===== src/hdl/sliding_window_event_counter_unit_macros.svh =====
// Assertion macros for the sliding window event counter.
// Every macro samples on clk and is disabled while rst_n is low.
`ifndef SLIDING_WINDOW_EVENT_COUNTER_UNIT_MACROS_SVH
`define SLIDING_WINDOW_EVENT_COUNTER_UNIT_MACROS_SVH

// The consequent must hold in the same cycle as the antecedent.
`define SWEC_AST_SAME(label, pre, post) \
  label: assert property (@(posedge clk) disable iff (!rst_n) (pre) |-> (post)) \
    else $error("swec check failed");

// The consequent must hold in the cycle after the antecedent.
`define SWEC_AST_NEXT(label, pre, post) \
  label: assert property (@(posedge clk) disable iff (!rst_n) (pre) |=> (post)) \
    else $error("swec check failed");

`endif


===== src/hdl/swec_pkg.sv =====
// Shared types and constants for the sliding window event counter.
// No dependencies.
`timescale 1ns / 1ps

package swec_pkg;

  localparam int TIME_W = 32;
  localparam int CNT_W  = 7;

  typedef struct packed {
    logic              lt;
    logic [TIME_W-1:0] val;
  } swec_nbr_t;

endpackage


===== src/hdl/swec_cell.sv =====
// One slot of the sorted timestamp row: compare against a key, then shift or insert.
// Depends on swec_pkg.
`timescale 1ns / 1ps

module swec_cell import swec_pkg::*; (
  input  logic              clk,
  input  logic              cmp_en,
  input  logic              upd_en,
  input  logic              full,
  input  logic              head,
  input  logic              slot_valid,
  input  logic [TIME_W-1:0] key_cmp,
  input  logic [TIME_W-1:0] key_ins,
  input  swec_nbr_t         left,
  input  swec_nbr_t         right,
  output swec_nbr_t         q,
  output logic              hit
);

  logic              lt_r;
  logic [TIME_W-1:0] val_r;
  logic [TIME_W-1:0] val_nxt;

  always_comb begin
    if (full) begin
      if (right.lt) begin
        val_nxt = right.val;
      end else if (head || lt_r) begin
        val_nxt = key_ins;
      end else begin
        val_nxt = val_r;
      end
    end else begin
      if (lt_r) begin
        val_nxt = val_r;
      end else if (left.lt) begin
        val_nxt = key_ins;
      end else begin
        val_nxt = left.val;
      end
    end
  end

  always_ff @(posedge clk) begin
    if (cmp_en) begin
      lt_r <= slot_valid && (val_r < key_cmp);
    end
    if (upd_en) begin
      val_r <= val_nxt;
    end
  end

  assign q   = '{lt: lt_r, val: val_r};
  assign hit = !lt_r && left.lt;

endmodule


===== config.mk =====
export PLATFORM = sky130hd
export DESIGN_NAME = swec_cell
export DESIGN_NICKNAME = d
export VERILOG_FILES = /design/src/hdl/sliding_window_event_counter_unit_macros.svh /design/src/hdl/swec_pkg.sv /design/src/hdl/swec_cell.sv
export SDC_FILE = /design/constraint.sdc
export NUM_CORES = 1
export LEC_CHECK = 0
export BUFFER_PORTS_ARGS = -buffer_cell sky130_fd_sc_hd__buf_2
export CORE_ASPECT_RATIO = 1.4
export CORE_MARGIN = 1.5
export CORE_UTILIZATION = 44
export DETAILED_ROUTE_END_ITERATION = 6
export MAX_ROUTING_LAYER = met4
export PLACE_DENSITY = 0.81
export SLEW_MARGIN = 20
export SYNTH_ARGS = -nofsm -noshare
export SYNTH_HDL_FRONTEND = slang
export SYNTH_SLANG_ARGS = --single-unit

===== constraint.sdc =====
create_clock -name clk -period 3.93 [get_ports clk]
set_clock_uncertainty 0.05 [all_clocks]
set_input_delay 0.393 -clock clk [delete_from_list [all_inputs] [get_ports clk]]
set_output_delay 0.393 -clock clk [all_outputs]
set_load 0.1 [all_outputs]

Yosys cells after proc, flatten, opt, wreduce, memory -nomap -nowiden --
Index checks and enable logic that the tools add are counted.
Operators by class: magnitude comparators 1, eq/ne operators 2, multiplexer cells 5, reductions and logical operators 5
Operators with widths (number):
- $mux W32 | 5
- $lt A32 B32 Y1 | 1
- $ne A3 B1 Y1 const B | 1
- $reduce_and A3 Y1 | 1
- $logic_and A1 B1 Y1 | 2
- $ne A2 B2 Y1 const B | 1
- $logic_not A1 Y1 | 1
- $logic_or A1 B1 Y1 | 1
Storage, ports and cells: bits in registers 33, bits of input ports 136, output and inout port bits 34, logic and storage cells 15

Longest topological paths before layout --
Gate-level depths: netlist of run 1.
depth after elaboration 4, gate-level depth with buffers 7, gate-level depth less buffers 7

Least setup slack after synthesis of run 1 --
No wires, ideal clock.
path type input -> register, from input port right[32] in the netlist's numbering, to register val_r[0] (enable), library setup time 0.432 ns, arrival time 2.516 ns, data required time 3.448 ns, setup slack 0.932 ns, stages 4, path buffers 2, cells stage by stage buf_2 > buf_2 > nor3_1 > a21oi_1
On the way: longest elaborated chain between the ends 2
Ends and longest elaborated chain:
- from (decl) | line swec_cell.sv:15 | input swec_nbr_t right,
- $ne A3 B1 Y1 (no source line)
- $reduce_and A3 Y1 (no source line)
- to (signal assigned) | line swec_cell.sv:49 | val_r <= val_nxt;
- to (decl) | line swec_cell.sv:21 | logic [TIME_W-1:0] val_r;
Every way passes these cells. A chain may end at the register's enable or synchronous reset.

Worst setup path in the final report of run 1 --
from input port full, to register val_r[15] (enable)
On the way: longest elaborated chain between the ends 2, elaborated cells between the ends (all ways) 3, classes of those cells 2 x eq/ne; 1 x reduce/logical
Ends and longest elaborated chain:
- from (decl) | line swec_cell.sv:9 | input logic full,
- $ne A3 B1 Y1 (no source line) or $ne A2 B2 Y1 (tied branches)
- $reduce_and A3 Y1 (no source line) *
Mark *: on every way between the ends. The rest lies on a longest branch, timed or not.

==> qor.yml, run 1 <==
status: "finished, final reports clean"
cts_tree: "yes"
gp_congestion: 0.818
path_class: "input port to register"
min_period_ns: 1.99
synth_area_leaders: "edfxtp_1, ha_1, mux2i_1"
setup_viol: 0
critPathArrivalTime_ns: 1.84
start_util_pct: 45.4
viasPerCell: 5.34
synthArstFlopShare_pct: 0
dieArea_mm2: 0.00691
drt-pass1-iter-count: 4
rsz0062_at_grt: "no"
drt-total-wl_mm: 7.50
h-tree-depth: 2
core_area_mm2: 0.00621
cts_resized: 0
whs_ns: 0.274
synthCells: 300
yosys_warnings: 0
worstMarginPinSlew_ns: 1.00
drv_slew: 0
synth_edf_count: 33
cts_hold_buf: 0
synth_top_area_cell: "edfxtp_1"
post-place-ws_ns: 1.64
gr-total-overflow: 0
synth_ff_type: "edfxtp_1"
syn-cell-area_mm2: 0.00282
area_growth_syn_to_layout_pct: 33.6
stdcell_count: 532
drcViolationCount: 0
fillers: 561
diodes: 0
cpPeakStageDelay_ns: 0.80
rows: 34
clock.fmax_mhz: 502
p_leak_nw: 1.88
path_cells: "buf_2, o21ai_0, a21oi_4"
post_cts_buffers: 0
ys_types: 23
worst_setup_path_end_kind: "register"
hpwlAfterDp_mm: 6.22
path_max_fanout: 32
clock_tree.buffer_depth: 2
path_buf_inv: 1
hp-class: "input port to register"
grt_usage_pct: 21.8
worst_slack_ns: 1.94
fp.dieH_um: 97.7
io_pins: 170
path_delay_family: "compound AO/OA/AOI/OAI gates"
wl_per_cell_um: 14.1
multi_input_area_mm2: 0.00162
via_count: 2843
grt_max_degree: 41
yosysMostFrequentCell: "a21oi_1"
layout.nets: 627
worstSetupStartpointType: "input port"
cts.reportedPaths.clkPinSlew_ns: 0.06
layout-drive-gt1-share_pct: 39.3
synth_top_area_share_pct: 35.1
cellPowerDensity_mw_per_mm2: 308
syn-num-nets: 467
slew_headroom_pct: 33.2
ant_nets: 0
hold_viol_final: 0
max_cap_violations: 0
grt_first_pass_wirelength_mm: 11.7
place_inst: 525
drt_first_iter_violations: 72
cts.sinks: 33
port_buffers: 169
ys_seq_elements: 33
avgSynthCellArea_um2: 9.40
antenna_found_initial: 0
yosysSeqAreaShare_pct: 35.1
die_w_um: 70.7
ir_drop_mv: 0.232
synth_common_cells: "a21oi_1, a211oi_1, edfxtp_1, nor2b_1, inv_1"
numCtsBuffers: 5
grt_pass1_vias: 2700
cts_root_buf: "clkbuf_8"
crit_path_top_delay_cell: "a21oi_4"
fin_crit_sh_pct: 50.7
fin_setup_tns_ns: 0
clk_latency_ns: 0.28
required_ns: 3.78
area.sequential_um2: 991
-- placed cells by master, fill, tap and decap left out, drive strengths merged --
cell / instances
and4: 4
buf: 172
ha: 31
nor2: 8
inv: 32
a32oi: 1
nand4b: 1
nand2: 14
nor2b: 33
nor3: 1
a211oi: 35
nand3: 1
clkinv: 1
a21oi: 44
nand4: 1
mux2i: 31
and2b: 1
a221oi: 1
clkbuf: 6
edfxtp: 33
o21ai: 9
-- cell families after synthesis --
logic type               after synthesis  synth area share (%)
AO/OA/AOI/OAI                         90                  19.7
flip-flops                            33                  35.1
multiplexers                          31                  11.0
adder cells (fa/ha/maj)               31                  13.8
buffers and inverters                 51                  7.72
AND/OR/NAND/NOR                       64                  12.7
-- layout make-up --
class	count	share of cell area, %
inverter	32	3.19
timing repair buffer	172	23.0
sequential	33	26.3
multi-input combinational	216	43.1
clock inverter	1	0.0996
tap	72	2.39
clock buffer	6	1.93
-- worst register-to-register path: cells and delay by family (launching register included) --
family	cells	cell delay [ns]
AO/OA/AOI/OAI	2	0.93
flip-flops	1	0.45
buffers and inverters	1	0.08
-- worst paths after layout --
kind	start	cells past startpoint	slack (ns)	endpoint
hold / removal	cmp_en	1	0.27	lt_r
setup / recovery	full	3	1.94	val_r[15]
hold reg to reg	val_r[31]	3	0.81	lt_r
setup reg to reg	lt_r	3	2.04	val_r[15]
-- flip-flops by register name, summed over array words and instances (netlist names) --
signal  cells
lt_r        1
val_r      32
-- metrics by stage --
stage | util, % | cell area (um^2) | power, mW
after detailed placement | 59.4 | 3690 | 0.938
after global routing | 60.7 | 3770 | 1.22
after CTS | 60.7 | 3770 | 1.17
final | 60.7 | 3770 | 1.16
after global placement | 59.4 | 3690 | 0.925
after floorplan | - | 2820 | 0.805
-- layer usage --
| metal | GRT usage [%] | share of wire, % | up-vias |
|---|---|---|---|
| li1 | - | - | 1420 |
| met1 | 23.5 | 38 | 1318 |
| met2 | 41.1 | 55 | 96 |
| met3 | 3.01 | 5.2 | 9 |
| met4 | 5.81 | 1.2 | 0 |
| met5 | - | 0 | - |
-- where the power goes --
group	internal, mW	total (mW)	leakage [nW]	switching, mW
Sequential	0.427	0.445	0.314	0.0182
Clock	0.119	0.233	0.0387	0.114
Combinational	0.146	0.484	1.53	0.337
Total	0.693	1.16	1.88	0.470
Note: power is estimated with default switching activity, not from simulation.
==> run 2, diff against run 1 <==
==> constraint.sdc (replaced) <==
create_clock -name clk -period 2 [get_ports clk]
set_clock_uncertainty 0.05 [all_clocks]
set_input_delay 0.2 -clock clk [delete_from_list [all_inputs] [get_ports clk]]
set_output_delay 0.2 -clock clk [all_outputs]
set_load 0.1 [all_outputs]
==> run 2 against run 1 <==
Effect of this change:
- combinational power increased by 100%
- sequential cell count unchanged
- worst setup slack got worse by 1.8 ns
- global-route usage increased by 1.5 points
- clock power increased to 3.3 times the previous value
- via count decreased by 0.39%
- largest power group unchanged
- final area increased by 3.6%
- total power increased by 130%
- critical path depth unchanged
- wire length increased by 3.5%
- die area unchanged
- critical path type is now register to register
- final cell count increased by 0.75%
- highest routed layer unchanged
==> qor.yml, run 2 (synthesis results as in run 1) <==
clock_tree.buffer_depth: 2  # unchanged
drv_slew: 0  # unchanged
port_buffers: 169  # unchanged
fin_setup_tns_ns: 0  # unchanged
antenna_found_initial: 1  # +1
core_area_mm2: 0.00621  # unchanged
required_ns: 1.85  # -1.93 ns
fillers: 552  # -1.6%
viasPerCell: 5.28  # -1.1%
p_leak_nw: 1.94  # +2.8%
cts.sinks: 33  # unchanged
cts.reportedPaths.clkPinSlew_ns: 0.08  # +0.02 ns
dieArea_mm2: 0.00691  # unchanged
clk_latency_ns: 0.29  # about the same
critPathArrivalTime_ns: 1.74  # -0.10 ns
grt_max_degree: 49  # +20%
drt_first_iter_violations: 70  # -2.8%
grt_pass1_vias: 2859  # +5.9%
drt-pass1-iter-count: 4  # unchanged
cellPowerDensity_mw_per_mm2: 670  # +120%
layout_commonest_cell: "buf_2"
cts_tree: "yes"
rsz0062_at_grt: "no"
utilization_pct: 62.8  # +2.2 points
met1_usage_pct: 24.4  # +0.89 points
cts_hold_buf: 0  # unchanged
path_max_fanout: 32  # unchanged
drcViolationCount: 0  # unchanged
min_period_ns: 1.88
io_pins: 170  # unchanged
area_growth_syn_to_layout_pct: 38.4
wl_per_cell_um: 14.5  # +2.7%
mostFrequentLayoutCells: "buf_2, a21oi_1, edfxtp_1"
via_count: 2832  # -0.39%
post_cts_buffers: 0  # unchanged
hpwlAfterDp_mm: 6.24  # +0.34%
fp.dieH_um: 97.7  # unchanged
whs_ns: 0.0654  # -0.209 ns
layout.nets: 629  # +0.32%
path_class: "register to register"
start_util_pct: 45.4  # unchanged
worst_setup_path_end_kind: "register"
grt_usage_pct: 23.3  # +1.5 points
grt_use_met3_pct: 4.25  # +1.2 points
drt-total-wl_mm: 7.77  # +3.5%
status: "finished, final reports clean"
ant_nets: 0  # unchanged
worstMarginPinSlew_ns: 1.06  # +0.0582 ns
fin_crit_sh_pct: 94.2
gr-total-overflow: 0  # unchanged
reg_top3: "val_r (32), lt_r (1)"
cts_resized: 0  # unchanged
layout-drive-gt1-share_pct: 41.3  # +1.9 points
rows: 34  # unchanged
cts_root_buf: "clkbuf_8"
numCtsBuffers: 5  # unchanged
slew_headroom_pct: 29.3  # -3.9 points
hold_viol_final: 0  # unchanged
setup_viol: 0  # unchanged
hp-class: "input port to register"
grt_util_met2_pct: 43.2  # +2.1 points
largest_register: "val_r"
clock.fmax_mhz: 531
grt_first_pass_wirelength_mm: 12.5  # +6.5%
gp_congestion: 0.876  # +7.0%
top_usage_layer: "met2"
largest_reg_flops: 32  # unchanged
h-tree-depth: 2  # unchanged
max_cap_violations: 0  # unchanged
die_w_um: 70.7  # unchanged
worstSetupStartpointType: "register"
ir_drop_mv: 0.470  # +100%
==> run 2: layout make-up <==
| type | count | area, um^2 | share of cell area, % |
|---|---|---|---|
| inverter | 32 | 120 | 3.08 |
| tap | 72 | 90.1 | 2.31 |
| sequential | 33 | 991 | 25.4 |
| timing repair buffer | 174 | 911 | 23.3 |
| multi-input combinational | 216 | 1650 | 42.4 |
| antenna | 1 | 2.50 | 0.0641 |
| clock inverter | 3 | 65.1 | 1.67 |
| clock buffer | 5 | 68.8 | 1.76 |
==> run 2: routing by layer <==
layer	vias up	routed length (um)
li1	1424	-
met1	1287	2970
met2	105	4260
met3	16	361
met4	0	172
met5	-	0
==> run 2: worst max-delay path, cell delays in order, from the launching register on <==
cell	delay [ns]
edfxtp_1	0.43
inv_1	0.07
o21ai_0	0.11
a21oi_4	0.82
==> run 2: stage by stage <==
step / instance area [um^2] / std cells / power [mW] / setup WS [ns]
2_1_floorplan: 2860 / 300 / 1.59 / -0.176
6_report: 3900 / 536 / 2.62 / 0.116
5_1_grt: 3900 / 536 / 2.74 / 0.00215
3_5_place_dp: 3760 / 527 / 1.87 / 0.137
4_1_cts: 3890 / 535 / 2.63 / 0.0865
3_3_place_gp: 3760 / 527 / 1.84 / 0.170
==> run 2: path summary, 6_finish.rpt <==
path | end | startpoint | depth (start not counted) | slack (ns)
hold reg to reg | lt_r | val_r[31] | 3 | 0.84
setup reg to reg | val_r[20] | lt_r | 3 | 0.12
setup / recovery | val_r[20] | lt_r | 3 | 0.12
hold / removal | lt_r | cmp_en | 1 | 0.07
==> run 2: where the power goes <==
part	leakage [nW]	internal, mW	switching (mW)
logic	1.55	0.305	0.682
clock network	0.0681	0.495	0.266
registers	0.314	0.838	0.0300
